--- config.mk ---
export PLATFORM = sky130hd
export DESIGN_NAME = thermal_alarm_supervisor
export DESIGN_NICKNAME = d
export VERILOG_FILES = /design/src/rtl/core/thsup_pkg.sv /design/src/rtl/core/thsup_fifo.sv /design/src/rtl/core/thsup_front.sv /design/src/rtl/core/thsup_back.sv /design/src/rtl/core/thermal_alarm_supervisor.sv
export SDC_FILE = /design/constraint.sdc
export NUM_CORES = 1
export LEC_CHECK = 0
export BUFFER_PORTS_ARGS = -buffer_cell sky130_fd_sc_hd__buf_2
export CAP_MARGIN = 15
export CORE_MARGIN = 2
export CORE_UTILIZATION = 49
export CTS_CLUSTER_DIAMETER = 150
export DETAILED_ROUTE_END_ITERATION = 8
export PLACE_DENSITY = 0.65
export SYNTH_ARGS = -nofsm -noshare
export SYNTH_HDL_FRONTEND = slang
export SYNTH_HIERARCHICAL = 1
export SYNTH_SLANG_ARGS = --single-unit
export TNS_END_PERCENT = 20
--- constraint.sdc ---
create_clock -name clock -period 6.4 [get_ports clock]
set_clock_uncertainty 0.05 [all_clocks]
set_input_delay 0 -clock clock [delete_from_list [all_inputs] [get_ports clock]]
set_output_delay 0 -clock clock [all_outputs]
set_load 0.02 [all_outputs]
--- src/rtl/core/thsup_pkg.sv ---
// Shared types and constants of the thermal alarm supervisor.
`default_nettype none

package thsup_pkg;

   // Field widths
   localparam int ADC_W  = 12;  // raw sensor sample
   localparam int DEG_W  = 9;   // whole degrees, 0..500
   localparam int WIN_W  = 8;   // acknowledge window / failing hold
   localparam int COOL_W = 10;  // cooling countdown
   localparam int CSR_IDX_W  = 2;
   localparam int CSR_DATA_W = 10;
   // Remainder width for averaging; covers the widest sample count (16)
   localparam int REM_W  = 4;

   // Conversion: degrees = floor(raw * DEG_SCALE / ADC_FULL)
   localparam int DEG_SCALE = 500;
   localparam int ADC_FULL  = 4095;
   localparam int PROD_W    = 21;

   // Reset values of the configuration registers
   localparam logic [DEG_W-1:0]  OK_LIMIT_RESET      = 9'd35;
   localparam logic [DEG_W-1:0]  DANGER_LIMIT_RESET  = 9'd46;
   localparam logic [WIN_W-1:0]  ACK_WINDOW_RESET    = 8'd25;
   localparam logic [COOL_W-1:0] COOLING_TICKS_RESET = 10'd100;

   // Register indexes
   localparam logic [CSR_IDX_W-1:0] CSR_OK_LIMIT     = 2'd0;
   localparam logic [CSR_IDX_W-1:0] CSR_DANGER_LIMIT = 2'd1;
   localparam logic [CSR_IDX_W-1:0] CSR_ACK_WINDOW   = 2'd2;
   localparam logic [CSR_IDX_W-1:0] CSR_COOLING      = 2'd3;

   typedef enum logic [1:0] {
      CMD_TICK    = 2'd0,
      CMD_START   = 2'd1,
      CMD_ACK     = 2'd2,
      CMD_RESTART = 2'd3
   } cmd_type;

   typedef enum logic [2:0] {
      MODE_OFF      = 3'd0,
      MODE_CHECK    = 3'd1,
      MODE_OK       = 3'd2,
      MODE_DANGER   = 3'd3,
      MODE_WARNING  = 3'd4,
      MODE_COOLING  = 3'd5,
      MODE_FAILING  = 3'd6,
      MODE_SHUTDOWN = 3'd7
   } mode_type;

   typedef struct packed {
      logic [DEG_W-1:0]  ok_limit;
      logic [DEG_W-1:0]  danger_limit;
      logic [WIN_W-1:0]  ack_window_ticks;
      logic [COOL_W-1:0] cooling_ticks;
   } cfg_type;

   // Decoded event word between front and back: the sample's degrees
   // already split into quotient and remainder by the sample count.
   typedef struct packed {
      cmd_type          cmd;
      logic [DEG_W-1:0] deg_quot;
      logic [REM_W-1:0] deg_rem;
   } event_word_type;

   typedef struct packed {
      mode_type         mode;
      logic             red_led;
      logic             yellow_led;
      logic             green_led;
      logic [DEG_W-1:0] average_degrees;
      logic             passthrough_on;
   } rsp_word_type;

endpackage

`default_nettype wire

--- src/rtl/core/thsup_fifo.sv ---
// Small register FIFO with push/full and pop/empty sides.
`default_nettype none

module thsup_fifo #(
   parameter int WIDTH = 16,
   parameter int DEPTH = 4
) (
   input  wire logic             clock,
   input  wire logic             reset,
   input  wire logic             push,
   input  wire logic [WIDTH-1:0] push_data,
   output logic                  full,
   input  wire logic             pop,
   output logic [WIDTH-1:0]      pop_data,
   output logic                  empty
);

   localparam int AW = (DEPTH > 1) ? $clog2(DEPTH) : 1;
   localparam int CW = $clog2(DEPTH + 1);

   logic [WIDTH-1:0] entry_ff [DEPTH];
   logic [AW-1:0]    head_ff, head_in;
   logic [AW-1:0]    tail_ff, tail_in;
   logic [CW-1:0]    count_ff, count_in;
   logic             do_push, do_pop;

   assign full     = (count_ff == CW'(DEPTH));
   assign empty    = (count_ff == '0);
   assign do_push  = push && !full;
   assign do_pop   = pop && !empty;
   assign pop_data = entry_ff[head_ff];

   always_comb begin
      head_in  = head_ff;
      tail_in  = tail_ff;
      count_in = count_ff;
      if (do_push) begin
         tail_in = (tail_ff == AW'(DEPTH - 1)) ? '0 : tail_ff + AW'(1);
      end
      if (do_pop) begin
         head_in = (head_ff == AW'(DEPTH - 1)) ? '0 : head_ff + AW'(1);
      end
      if (do_push && !do_pop) begin
         count_in = count_ff + CW'(1);
      end else if (do_pop && !do_push) begin
         count_in = count_ff - CW'(1);
      end
   end

   always_ff @(posedge clock) begin
      if (reset) begin
         head_ff  <= '0;
         tail_ff  <= '0;
         count_ff <= '0;
      end else begin
         head_ff  <= head_in;
         tail_ff  <= tail_in;
         count_ff <= count_in;
      end
   end

   always_ff @(posedge clock) begin
      if (do_push) begin
         entry_ff[tail_ff] <= push_data;
      end
   end

endmodule

`default_nettype wire

--- src/rtl/core/thsup_front.sv ---
// Front end: accepts events, converts samples to degrees and splits them.
`default_nettype none

module thsup_front #(
   parameter int SAMPLES_PER_AVERAGE = 10
) (
   input  wire logic                         clock,
   input  wire logic                         reset,
   input  wire logic                         push,
   output logic                              full,
   input  wire logic [1:0]                   command,
   input  wire logic [thsup_pkg::ADC_W-1:0]  adc_sample,
   output logic                              word_valid,
   output thsup_pkg::event_word_type         word,
   input  wire logic                         queue_full
);
   import thsup_pkg::*;

   // Exact reciprocal for 9-bit dividends
   localparam int RECIP_SHIFT = DEG_W + $clog2(SAMPLES_PER_AVERAGE);
   localparam int RECIP_W     = DEG_W + 2;
   localparam int RECIP       =
      ((1 << RECIP_SHIFT) + SAMPLES_PER_AVERAGE - 1) / SAMPLES_PER_AVERAGE;
   localparam int RP_W        = DEG_W + RECIP_W;
   localparam int DIFF_W      = DEG_W + 5;

   logic                  advance;
   // stage 1: product
   logic                  v1_ff;
   cmd_type               cmd1_ff;
   logic [PROD_W-1:0]     prod1_ff;
   // stage 2: degrees
   logic                  v2_ff;
   cmd_type               cmd2_ff;
   logic [DEG_W-1:0]      deg2_ff;
   // stage 3: quotient
   logic                  v3_ff;
   cmd_type               cmd3_ff;
   logic [DEG_W-1:0]      deg3_ff;
   logic [DEG_W-1:0]      quot3_ff;

   logic [PROD_W:0]       approx_sum;
   logic [DEG_W:0]        quot_est;
   logic [PROD_W:0]       quot_rem;
   logic [DEG_W-1:0]      deg_val;
   logic [RP_W-1:0]       recip_prod;
   logic [DIFF_W-1:0]     rem_diff;

   assign advance    = !(v3_ff && queue_full);
   assign full       = !advance;
   assign word_valid = v3_ff;

   // x/4095 estimate from x/4096 * (1 + 1/4096), low by at most one
   always_comb begin
      approx_sum = {1'b0, prod1_ff} + ({1'b0, prod1_ff} >> 12);
      quot_est   = approx_sum[PROD_W:12];
      quot_rem   = {1'b0, prod1_ff} - ((PROD_W+1)'(quot_est) << 12)
                   + (PROD_W+1)'(quot_est);
      deg_val    = (quot_rem >= (PROD_W+1)'(ADC_FULL))
                   ? DEG_W'(quot_est + (DEG_W+1)'(1)) : DEG_W'(quot_est);
   end

   assign recip_prod = RP_W'(deg2_ff) * RP_W'(RECIP);
   assign rem_diff   = DIFF_W'(deg3_ff)
                       - DIFF_W'(quot3_ff) * DIFF_W'(SAMPLES_PER_AVERAGE);

   assign word.cmd      = cmd3_ff;
   assign word.deg_quot = quot3_ff;
   assign word.deg_rem  = rem_diff[REM_W-1:0];

   always_ff @(posedge clock) begin
      if (reset) begin
         v1_ff <= 1'b0;
         v2_ff <= 1'b0;
         v3_ff <= 1'b0;
      end else if (advance) begin
         v1_ff <= push;
         v2_ff <= v1_ff;
         v3_ff <= v2_ff;
      end
   end

   always_ff @(posedge clock) begin
      if (advance) begin
         cmd1_ff  <= cmd_type'(command);
         prod1_ff <= PROD_W'(adc_sample) * PROD_W'(DEG_SCALE);
         cmd2_ff  <= cmd1_ff;
         deg2_ff  <= deg_val;
         cmd3_ff  <= cmd2_ff;
         deg3_ff  <= deg2_ff;
         quot3_ff <= DEG_W'(recip_prod >> RECIP_SHIFT);
      end
   end

endmodule

`default_nettype wire

--- src/rtl/core/thsup_back.sv ---
// Back end state machine: one event word per cycle unless stalled.
`default_nettype none

module thsup_back #(
   parameter int SAMPLES_PER_AVERAGE = 10
) (
   input  wire logic                       clock,
   input  wire logic                       reset,
   input  wire thsup_pkg::cfg_type         cfg,
   input  wire thsup_pkg::event_word_type  in_word,
   input  wire logic                       in_empty,
   output logic                            in_pop,
   input  wire logic                       out_full,
   output logic                            out_push,
   output thsup_pkg::rsp_word_type         out_word
);
   import thsup_pkg::*;

   localparam int CNT_W = $clog2(SAMPLES_PER_AVERAGE + 1);

   mode_type          mode_ff, mode_in;
   logic [2:0]        phase_ff, phase_in;
   logic [CNT_W-1:0]  count_ff, count_in;
   logic [DEG_W-1:0]  quot_ff, quot_in;    // running sum / samples
   logic [REM_W-1:0]  rem_ff, rem_in;      // running sum % samples
   logic [DEG_W-1:0]  avg_ff, avg_in;
   logic [WIN_W-1:0]  window_ff, window_in;
   logic [COOL_W-1:0] cool_ff, cool_in;
   logic              ack_ff, ack_in;
   logic              red_ff, red_in;
   logic              yellow_ff, yellow_in;
   logic              green_ff, green_in;

   logic [WIN_W-1:0]  win_next;
   logic [REM_W:0]    rem_sum;
   logic              rem_carry;
   logic [3:0]        blink_res;

   // returns {led level, next phase}
   function automatic logic [3:0] blink_step(input logic [2:0] phase);
      logic [3:0] res;
      if (phase < 3'd2) begin
         res = {1'b1, phase + 3'd1};
      end else if (phase < 3'd4) begin
         res = {1'b0, phase + 3'd1};
      end else begin
         res = 4'b0000;
      end
      return res;
   endfunction

   assign in_pop   = !in_empty && !out_full;
   assign out_push = in_pop;

   assign win_next  = window_ff + WIN_W'(1);
   assign rem_sum   = {1'b0, rem_ff} + {1'b0, in_word.deg_rem};
   assign rem_carry = (rem_sum >= (REM_W+1)'(SAMPLES_PER_AVERAGE));

   // next state
   always_comb begin
      mode_in   = mode_ff;
      phase_in  = phase_ff;
      count_in  = count_ff;
      quot_in   = quot_ff;
      rem_in    = rem_ff;
      avg_in    = avg_ff;
      window_in = window_ff;
      cool_in   = cool_ff;
      ack_in    = ack_ff;
      red_in    = red_ff;
      yellow_in = yellow_ff;
      green_in  = green_ff;
      blink_res = blink_step(phase_ff);
      if (in_pop) begin
         case (in_word.cmd)
            CMD_TICK: begin
               if (mode_ff != MODE_OFF && mode_ff != MODE_SHUTDOWN) begin
                  case (mode_ff)
                     MODE_CHECK: begin
                        phase_in  = blink_res[2:0];
                        yellow_in = blink_res[3];
                     end
                     MODE_DANGER: begin
                        phase_in  = blink_res[2:0];
                        red_in    = blink_res[3];
                        window_in = win_next;
                        if (win_next >= cfg.ack_window_ticks) begin
                           window_in = '0;
                           if (!ack_ff) begin
                              red_in    = 1'b0;
                              yellow_in = 1'b0;
                              green_in  = 1'b0;
                              mode_in   = MODE_SHUTDOWN;
                           end else begin
                              ack_in = 1'b0;
                           end
                        end
                     end
                     MODE_COOLING: begin
                        if (cool_ff != '0) begin
                           cool_in = cool_ff - COOL_W'(1);
                        end else begin
                           cool_in = cfg.cooling_ticks;
                           red_in  = 1'b0;
                           if (avg_ff > cfg.ok_limit) begin
                              window_in = '0;
                              mode_in   = MODE_FAILING;
                           end else begin
                              yellow_in = 1'b0;
                              green_in  = 1'b1;
                              mode_in   = MODE_OK;
                           end
                        end
                     end
                     MODE_FAILING: begin
                        if (window_ff < cfg.ack_window_ticks) begin
                           window_in = win_next;
                        end else begin
                           red_in    = 1'b0;
                           yellow_in = 1'b0;
                           green_in  = 1'b0;
                           window_in = '0;
                           mode_in   = MODE_SHUTDOWN;
                        end
                     end
                     default: ;
                  endcase

                  if (count_ff < CNT_W'(SAMPLES_PER_AVERAGE)) begin
                     count_in = count_ff + CNT_W'(1);
                     rem_in   = rem_carry
                                ? REM_W'(rem_sum - (REM_W+1)'(SAMPLES_PER_AVERAGE))
                                : rem_sum[REM_W-1:0];
                     quot_in  = quot_ff + in_word.deg_quot + DEG_W'(rem_carry);
                  end else begin
                     avg_in   = quot_ff;
                     quot_in  = '0;
                     rem_in   = '0;
                     count_in = '0;
                     if (mode_in != MODE_COOLING && mode_in != MODE_FAILING &&
                         mode_in != MODE_SHUTDOWN) begin
                        phase_in = '0;
                        if (quot_ff <= cfg.ok_limit) begin
                           red_in    = 1'b0;
                           yellow_in = 1'b0;
                           green_in  = 1'b1;
                           mode_in   = MODE_OK;
                        end else if (quot_ff >= cfg.danger_limit) begin
                           yellow_in = 1'b0;
                           green_in  = 1'b0;
                           mode_in   = MODE_DANGER;
                        end else begin
                           red_in    = 1'b0;
                           green_in  = 1'b0;
                           yellow_in = 1'b1;
                           mode_in   = MODE_WARNING;
                        end
                     end
                  end
               end
            end
            CMD_START, CMD_RESTART: begin
               if ((in_word.cmd == CMD_START && mode_ff == MODE_OFF) ||
                   (in_word.cmd == CMD_RESTART && mode_ff == MODE_SHUTDOWN)) begin
                  mode_in  = MODE_CHECK;
                  count_in = '0;
                  quot_in  = '0;
                  rem_in   = '0;
                  avg_in   = '0;
                  phase_in = '0;
               end
            end
            CMD_ACK: begin
               if (mode_ff == MODE_DANGER) begin
                  mode_in = MODE_COOLING;
                  ack_in  = 1'b1;
                  red_in  = 1'b1;
               end
            end
            default: ;
         endcase
      end
   end

   // result word: state after the event
   always_comb begin
      out_word.mode            = mode_in;
      out_word.red_led         = red_in;
      out_word.yellow_led      = yellow_in;
      out_word.green_led       = green_in;
      out_word.average_degrees = avg_in;
      out_word.passthrough_on  = (mode_in == MODE_OK) || (mode_in == MODE_WARNING);
   end

   always_ff @(posedge clock) begin
      if (reset) begin
         mode_ff   <= MODE_OFF;
         phase_ff  <= '0;
         count_ff  <= '0;
         quot_ff   <= '0;
         rem_ff    <= '0;
         avg_ff    <= '0;
         window_ff <= '0;
         cool_ff   <= COOLING_TICKS_RESET;
         ack_ff    <= 1'b0;
         red_ff    <= 1'b0;
         yellow_ff <= 1'b0;
         green_ff  <= 1'b0;
      end else begin
         mode_ff   <= mode_in;
         phase_ff  <= phase_in;
         count_ff  <= count_in;
         quot_ff   <= quot_in;
         rem_ff    <= rem_in;
         avg_ff    <= avg_in;
         window_ff <= window_in;
         cool_ff   <= cool_in;
         ack_ff    <= ack_in;
         red_ff    <= red_in;
         yellow_ff <= yellow_in;
         green_ff  <= green_in;
      end
   end

endmodule

`default_nettype wire

--- src/rtl/core/thermal_alarm_supervisor.sv ---
// Top level of the thermal alarm supervisor: config registers and queues.
//
// Usage:
//  - Input channel (req_): one event word per accepted push (push high, full
//    low): a tick carrying a 12-bit sample, or a start, acknowledge or
//    restart press.
//  - Result channel (rsp_): exactly one result word per event, in order,
//    shown while empty is low and taken on pop high.
//  - Config (csr_): csr_wr_en writes csr_wdata to register csr_index at the
//    clock edge; write only while the block is idle.
//  - Path: an accepted event passes the three front stages, the event
//    queue and the back state step before its result is on the rsp_ ports.
//  - Throughput: one word per cycle while no stall (below) holds the flow;
//    the back end updates all supervisor state at once for each event.
//  - Stall: if pop stays low, the result queue fills, the back end stops
//    draining the event queue, and full rises once the front pipe backs up.
//    Nothing is dropped.
//  - Reset: synchronous; both queues empty, mode off, LEDs off, registers
//    at their reset values. No clearing pass is needed.
`default_nettype none

module thermal_alarm_supervisor #(
   parameter int SAMPLES_PER_AVERAGE = 10,
   parameter int QUEUE_DEPTH         = 4
) (
   input  wire logic        clock,
   input  wire logic        reset,
   // event words
   input  wire logic        push,
   output logic             full,
   input  wire logic [1:0]  req_command,
   input  wire logic [11:0] req_adc_sample,
   // result words
   output logic             empty,
   input  wire logic        pop,
   output logic [2:0]       rsp_mode,
   output logic             rsp_red_led,
   output logic             rsp_yellow_led,
   output logic             rsp_green_led,
   output logic [8:0]       rsp_average_degrees,
   output logic             rsp_passthrough_on,
   // configuration
   input  wire logic        csr_wr_en,
   input  wire logic [1:0]  csr_index,
   input  wire logic [9:0]  csr_wdata
);
   import thsup_pkg::*;

   localparam int EV_W  = $bits(event_word_type);
   localparam int RSP_W = $bits(rsp_word_type);

   cfg_type        cfg_ff, cfg_in;
   event_word_type front_word;
   logic           front_valid;
   logic           ev_full, ev_empty, ev_pop;
   logic [EV_W-1:0] ev_data;
   event_word_type ev_word;
   rsp_word_type   back_word;
   logic           back_push;
   logic           rsp_full;
   logic [RSP_W-1:0] rsp_data;
   rsp_word_type   rsp_word;

   // Configuration registers
   always_comb begin
      cfg_in = cfg_ff;
      if (csr_wr_en) begin
         case (csr_index)
            CSR_OK_LIMIT:     cfg_in.ok_limit         = csr_wdata[DEG_W-1:0];
            CSR_DANGER_LIMIT: cfg_in.danger_limit     = csr_wdata[DEG_W-1:0];
            CSR_ACK_WINDOW:   cfg_in.ack_window_ticks = csr_wdata[WIN_W-1:0];
            CSR_COOLING:      cfg_in.cooling_ticks    = csr_wdata[COOL_W-1:0];
            default: ;
         endcase
      end
   end

   always_ff @(posedge clock) begin
      if (reset) begin
         cfg_ff.ok_limit         <= OK_LIMIT_RESET;
         cfg_ff.danger_limit     <= DANGER_LIMIT_RESET;
         cfg_ff.ack_window_ticks <= ACK_WINDOW_RESET;
         cfg_ff.cooling_ticks    <= COOLING_TICKS_RESET;
      end else begin
         cfg_ff <= cfg_in;
      end
   end

   // Front: accept, convert to degrees, split by sample count
   thsup_front #(
      .SAMPLES_PER_AVERAGE (SAMPLES_PER_AVERAGE)
   ) u_front (
      .clock      (clock),
      .reset      (reset),
      .push       (push),
      .full       (full),
      .command    (req_command),
      .adc_sample (req_adc_sample),
      .word_valid (front_valid),
      .word       (front_word),
      .queue_full (ev_full)
   );

   // Event queue between front and back
   thsup_fifo #(
      .WIDTH (EV_W),
      .DEPTH (QUEUE_DEPTH)
   ) u_ev_queue (
      .clock     (clock),
      .reset     (reset),
      .push      (front_valid),
      .push_data (front_word),
      .full      (ev_full),
      .pop       (ev_pop),
      .pop_data  (ev_data),
      .empty     (ev_empty)
   );

   assign ev_word = event_word_type'(ev_data);

   // Back: supervisor state step
   thsup_back #(
      .SAMPLES_PER_AVERAGE (SAMPLES_PER_AVERAGE)
   ) u_back (
      .clock    (clock),
      .reset    (reset),
      .cfg      (cfg_ff),
      .in_word  (ev_word),
      .in_empty (ev_empty),
      .in_pop   (ev_pop),
      .out_full (rsp_full),
      .out_push (back_push),
      .out_word (back_word)
   );

   // Result queue; its head drives the rsp_ ports
   thsup_fifo #(
      .WIDTH (RSP_W),
      .DEPTH (QUEUE_DEPTH)
   ) u_rsp_queue (
      .clock     (clock),
      .reset     (reset),
      .push      (back_push),
      .push_data (back_word),
      .full      (rsp_full),
      .pop       (pop),
      .pop_data  (rsp_data),
      .empty     (empty)
   );

   assign rsp_word            = rsp_word_type'(rsp_data);
   assign rsp_mode            = rsp_word.mode;
   assign rsp_red_led         = rsp_word.red_led;
   assign rsp_yellow_led      = rsp_word.yellow_led;
   assign rsp_green_led       = rsp_word.green_led;
   assign rsp_average_degrees = rsp_word.average_degrees;
   assign rsp_passthrough_on  = rsp_word.passthrough_on;

   // Back end never steps while the result queue has no room
   a_back_room: assert property (@(posedge clock) disable iff (reset)
      ev_pop |-> !rsp_full)
      else $error("back end stepped with result queue full");

   // Every back step produces exactly one result word
   a_one_result: assert property (@(posedge clock) disable iff (reset)
      ev_pop == back_push)
      else $error("event step and result push out of lockstep");

   // Stopped modes show no LED
   a_stopped_dark: assert property (@(posedge clock) disable iff (reset)
      (!empty && (rsp_mode == MODE_OFF || rsp_mode == MODE_SHUTDOWN)) |->
      (!rsp_red_led && !rsp_yellow_led && !rsp_green_led))
      else $error("LED lit in off or shutdown mode");

   // Passthrough follows the shown mode
   a_passthrough: assert property (@(posedge clock) disable iff (reset)
      !empty |-> (rsp_passthrough_on ==
                  (rsp_mode == MODE_OK || rsp_mode == MODE_WARNING)))
      else $error("passthrough does not match mode");

   // Reset leaves no result pending
   a_reset_empty: assert property (@(posedge clock)
      reset |=> empty)
      else $error("result pending after reset");

endmodule

`default_nettype wire

## Word-level counts from Yosys, hierarchy flattened

Memory sizes are Yosys's and may differ from the RTL's. A register that Yosys moved wholly into a read port is not among the register bits.
Index checks and enable logic that the tools add are counted.

| word-level totals | value |
|---|---|
| flip-flop bits (word level) | 151 |
| logic and storage cells | 254 |
| output and inout bits | 18 |
| memories kept | 2 |
| input port bits | 31 |
| bits in writable memories | 112 |

| operators by class | value |
|---|---|
| multipliers | 3 |
| mux-type cells | 109 |
| equal/unequal tests | 30 |
| magnitude comparators | 10 |
| add/sub/neg operators | 21 |
| reduce and logical (&&, ||, !) cells | 47 |

Memory list:

| memory | words | bits a word | rd ports | clocked after Yosys merged registers in | wr ports | line | text |
|---|---|---|---|---|---|---|---|
| u_rsp_queue.entry_ff | 4 | 16 | 1 | 1 | 1 | thsup_fifo.sv:21 | `logic [WIDTH-1:0] entry_ff [DEPTH];` |
| u_ev_queue.entry_ff | 4 | 12 | 1 | 1 | 1 | thsup_fifo.sv:21 |  |

Operator list:

| kind | number |
|---|---|
| $mux W3 | 26 |
| $mux W9 | 8 |
| $mux W1 | 42 |
| $pmux W9 S2 | 2 |
| $mux W8 | 4 |
| $mux W4 | 7 |
| $pmux W8 S3 | 1 |
| $add A21 B9 Y22 | 1 |
| $add A22 B10 Y22 | 1 |
| $ge A22 B12 Y1 const B | 1 |
| $sub A21 B22 Y22 | 1 |
| $mul A12 B7 Y19 const B | 1 |
| $eq A3 B3 Y1 const B | 6 |
| $pmux W3 S3 | 2 |
| $mul A9 B8 Y17 const B | 1 |
| $eq A2 B2 Y1 const B | 8 |
| $mux W2 | 8 |
| $pmux W4 S2 | 2 |
| $logic_and A1 B1 Y1 | 15 |
| $ne A2 B1 Y1 const B | 6 |
| $ne A3 B3 Y1 const B | 4 |
| $reduce_and A6 Y1 | 2 |
| $mux W10 | 1 |
| $reduce_bool A10 Y1 | 1 |
| other kinds (39) | 69 |

## Longest topological paths before layout

| depth | value |
|---|---|
| depth in word-level cells | 17 |
| mapped depth | 25 |
| depth with buffers taken out | 23 |

## Modules after synthesis

Netlist, hierarchy kept.

By module, submodules not included:

| module | instances | seq. area each (sq um) | cells each | area each (sq um) |
|---|---|---|---|---|
| thsup_front | 1 | 1381.3 | 629 | 6384.9 |
| thsup_back | 1 | 1081.0 | 580 | 4543.1 |
| thsup_fifo at u_rsp_queue | 1 | 2102.0 | 134 | 2810.2 |
| thsup_fifo at u_ev_queue | 1 | 1981.9 | 128 | 2663.8 |
| thermal_alarm_supervisor | 1 | 720.7 | 140 | 1452.6 |

## Worst setup path after synthesis

No wires, ideal clock.

| timing path | value |
|---|---|
| kind | flip-flop to flip-flop |
| from | register u_front.prod1_ff[18] |
| to | register u_front.deg2_ff[1], data pin |
| library setup time | 260 ps |
| data required time | 6090 ps |
| stages on the path, launching flop included | 24 |
| arrival | 4942 ps |
| path slack | 1148 ps |
| clock period less this slack | 5252 ps |
| buffers on the path | 1 |
| path through | edfxtp_1 > ha_1 > a21o_1 > a211oi_1 > a21oi_1 > and2_1 > nand3_1 > inv_1 > and3_1 > ha_1 > inv_1 > ha_1 > inv_1 > ha_1 > o21ai_0 > a21o_4 > a21oi_1 > a311o_1 > a311o_1 > a21oi_2 > mux2i_1 > or4b_1 > buf_2 > mux2_4 |

| between the ends | value |
|---|---|
| cells in the longest elaborated chain, start to end | 5 |
| elaborated cells between the ends (all ways) | 6 |
| classes of those cells | add/sub (4); order compare (1); mux (1) |

Ends and longest elaborated chain:

| element | line | text |
|---|---|---|
| start, declared | thsup_front.sv:31 | `logic [PROD_W-1:0] prod1_ff;` |
| start signal, assigned | thsup_front.sv:86 | `prod1_ff <= PROD_W'(adc_sample) * PROD_W'(DEG_SCALE);` |
| $add A21 B9 Y22 | thsup_front.sv:55 | `approx_sum = {1'b0, prod1_ff} + ({1'b0, prod1_ff} >> 12);` |
| $sub A21 B22 Y22 | thsup_front.sv:57 | `quot_rem = {1'b0, prod1_ff} - ((PROD_W+1)'(quot_est) << 12)` |
| $add A22 B10 Y22 | thsup_front.sv:58 | `+ (PROD_W+1)'(quot_est);` |
| $ge A22 B12 Y1 | thsup_front.sv:59 | `deg_val = (quot_rem >= (PROD_W+1)'(ADC_FULL))` |
| $mux W9 * | thsup_front.sv:60 | `? DEG_W'(quot_est + (DEG_W+1)'(1)) : DEG_W'(quot_est);` |
| net u_front.deg_val[1] | thsup_front.sv:45 | `logic [DEG_W-1:0] deg_val;` |
| end signal, assigned | thsup_front.sv:88 | `deg2_ff <= deg_val;` |
| end, declared | thsup_front.sv:35 | `logic [DEG_W-1:0] deg2_ff;` |

The timed path passes the listed nets; every way through them passes the cells marked *.
A chain may end at the register's enable or synchronous reset.

## Worst setup path after layout

Ends and elaborated chain as after synthesis.

==> impl_metrics.json <==
{
  "status": "completed",
  "hp-start": "req_adc_sample[3]",
  "fp.coreArea_sq_um": 35700,
  "synth_warnings": 6,
  "cts-root-buf": "clkbuf_16",
  "fin_crit_ns": 5.77,
  "ff2ff_setup_slack_ns": 0.63,
  "start_util_pct": 50.0,
  "setup_violations": 0,
  "seq_area_sq_um": 7270,
  "drt_first_pass_iters": 5,
  "r2r-start": "u_front/prod1_ff[18]",
  "irDropWorstVdd_uv": 1200,
  "vias": 11900,
  "die_area_sq_um": 38000,
  "gp_congestion": 0.880,
  "track_usage_pct": 19.2,
  "grt_pass1_wl_microns": 60100,
  "cp.required_ns": 6.65,
  "worst_path_largest_cell_delay_ns": 0.71,
  "ys_types": 86,
  "yosys_most_used_dff": "edfxtp_1",
  "multi_input_area_sq_um": 9630,
  "timing.fmax_mhz": 173,
  "grt_max_degree": 80,
  "rows": 69,
  "drt-total-wl_microns": 35700,
  "setup_ws_ns": 0.626,
  "ios": 49,
  "crit_top_cell": "ha_1",
  "syn_area_sq_um": 17900,
  "first_global_vias": 11900,
  "drcViolationCount": 0,
  "clk_latency_ns": 0.56,
  "p_leak_uw": 0.00816,
  "n_fill_cell": 3051,
  "clkTransAtPathRegs_ns": 0.06,
  "initialDrtViolationCount": 667,
  "holdCritPathClass": "input pin to register",
  "worstMarginPinSlew_ns": 0.903,
  "cts_hold_buf": 30,
  "nNetsFinal": 1968,
  "rsz0062_at_grt": "false",
  "htree_levels": 1,
  "crit_type": "register to register",
  "cts_tree": "done",
  "ys_ff_latch": 279,
  "synth_async_sr_flop_share_pct": 0,
  "cp_max_fo": 9,
  "viasPerCell": 5.53,
  "p_per_area_nw_per_um2": 495,
  "post_cts_resized": 0,
  "antenna_left": 0,
  "drive_gt1_share_pct": 10.4,
  "fp.dieW_microns": 195,
  "hold_viol_final": 0,
  "cts_buffers": 30,
  "crit_path_end_kind": "register",
  "final.period_utilization_pct": 90.2,
  "die_y_microns": 195,
  "hpwlAfterDp_microns": 26500,
  "drv_slew": 0,
  "grt_antenna_before_repair": 0,
  "synth_edf_count": 168,
  "wl_per_cell_microns": 16.5,
  "dp_worst_setup_slack_ns": 0.663,
  "cts.path.max_buffers": 3,
  "ys_seq_area_share_pct": 40.7,
  "port_buffers": 48,
  "diodes": 0,
  "max_slew_margin_pct": 38.2,
  "area_growth_syn_to_layout_pct": 10.9,
  "crit_slowest_cell": "or4b_1",
  "startpoint": "u_front/prod1_ff[18]",
  "worstPathCellList": "ha_1 -> a21o_1 -> a211oi_1 -> a21oi_1 -> and2_1 -> nand3_1 -> inv_1 -> and3_1 -> ha_1 -> inv_1 -> ha_1 -> inv_1 -> ha_1 -> o21ai_0 -> a21o_4 -> a21oi_1 -> a311o_1 -> a311o_1 -> a21oi_2 -> mux2i_1 -> or4b_1 -> mux2_4",
  "post_cts_buffers": 0,
  "power_uw": 9810,
  "synthCells": 1611,
  "arrival_ns": 6.02,
  "cts_sinks": 279,
  "fin_tns_setup_ns": 0,
  "overflow": 0,
  "start_kind": "register",
  "avgSynthCellArea_sq_um": 11.1,
  "cap_violations": 0
}
## synthesized netlist by cell type (8+ instances only)
library cell  instances  area share (%)
a31oi_1              10            0.35
nand3_1              29            0.81
ha_1                207              15
buf_4                 8            0.34
edfxtp_1            168              28
nor3_1               31            0.87
mux4_2               31             3.9
inv_1               166             3.5
or2_2                 8            0.28
mux2i_1              46             2.6
nand2_1              52             1.1
clkbuf_1             29            0.61
fa_1                 58             6.5
xor2_1               17            0.83
dfxtp_1             111              12
xnor2_1              52             2.6
buf_2                11            0.31
nor2_1              109             2.3
nor2b_1              28            0.98
a21o_1               18            0.76
nand2b_1             41             1.4
a211oi_1             14            0.59
a22o_1               10            0.49
o21ai_0              58             1.6
nand4_1              20            0.70
a21oi_1              89             2.5
a22oi_1               8            0.34
and3_1               16            0.56
or3_1                13            0.46
## sequential cells by signal, summed over array words and instances (netlist names), 4 cells and up, named ones only
name                  cells
cfg_ff                   36
u_back/avg_ff             9
u_back/cool_ff           10
u_back/count_ff           4
u_back/quot_ff            9
u_back/rem_ff             4
u_back/window_ff          8
u_ev_queue/entry_ff      60
u_front/deg2_ff           9
u_front/deg3_ff           4
u_front/prod1_ff         19
u_front/quot3_ff          6
u_rsp_queue/entry_ff     64
## path summary, 6_finish.rpt
check | to | cells past startpoint
max | u_front/deg2_ff[1] | 22
min | u_front/prod1_ff[5] | 3
max reg2reg | u_front/deg2_ff[1] | 22
min reg2reg | u_front/cmd3_ff[1] | 0
## final cells by class
cell class	instances	share of cell area, %
Inverter	170	3.41
Sequential cell	279	36.7
Timing Repair Buffer	83	2.93
Multi-Input combinational cell	1108	48.6
Clock buffer	37	4.03
Clock inverter	19	1.38
Tap cell	461	2.91
## placed cells by master (no fill, tap or decap), types with 17 or more instances in the layout
master         synthesis  final
a21o_1                18     18
dlygate4sd3_1          0     30
mux4_2                31     31
clkbuf_16              0     30
buf_2                 11     47
nor2_1               109    109
ha_1                 207    207
mux2i_1               46     46
inv_1                166    166
nand3_1               29     29
dfxtp_1              111    111
a21oi_1               89     89
nand2_1               52     51
edfxtp_1             168    168
nor3_1                31     31
xnor2_1               52     52
nand4_1               20     20
nor2b_1               28     28
xor2_1                17     17
fa_1                  58     58
nand2b_1              41     41
o21ai_0               58     58
## cells by family after synthesis
family	Yosys count	share of synthesized area (%)
fa+ha+maj	265	21.0
other cells	1	0.0210
xor+xnor	69	3.38
mux	81	6.76
flops	279	40.7
compound gates	287	10.5
buf+inv	226	5.42
simple gates	403	12.2
## where the power goes
group	internal (uW)	switching (uW)
sequential	2420	242
clock	1130	718
combinational	2360	2950
## stage by stage
stage	hold slack [ns]	util (%)	cell area [sq um]	std cells
2_1_floorplan	0.0191	-	17900	1613
3_3_place_gp	0.133	51.6	18400	2071
3_5_place_dp	0.128	51.6	18400	2071
4_1_cts	0.0490	55.4	19800	2157
5_1_grt	0.0876	55.4	19800	2157
6_report	0.0472	55.4	19800	2157
## critical path, delay by kind of cell, from the launching register on
kind / cells / cell delay [ns]
adders and majority gates: 4 / 1.30
DFF: 1 / 0.47
and+or+nand+nor: 4 / 1.19
buffers and inverters: 3 / 0.20
muxes: 2 / 0.45
AOI/OAI and AO/OA: 9 / 1.86
## per-layer routing
layer  track usage, %  wire [microns]
met5                0               0
met2             32.8           16800
met4             4.16             668
met1             26.4           17100
met3             2.19            1210
(Power assumes the default switching activity.)
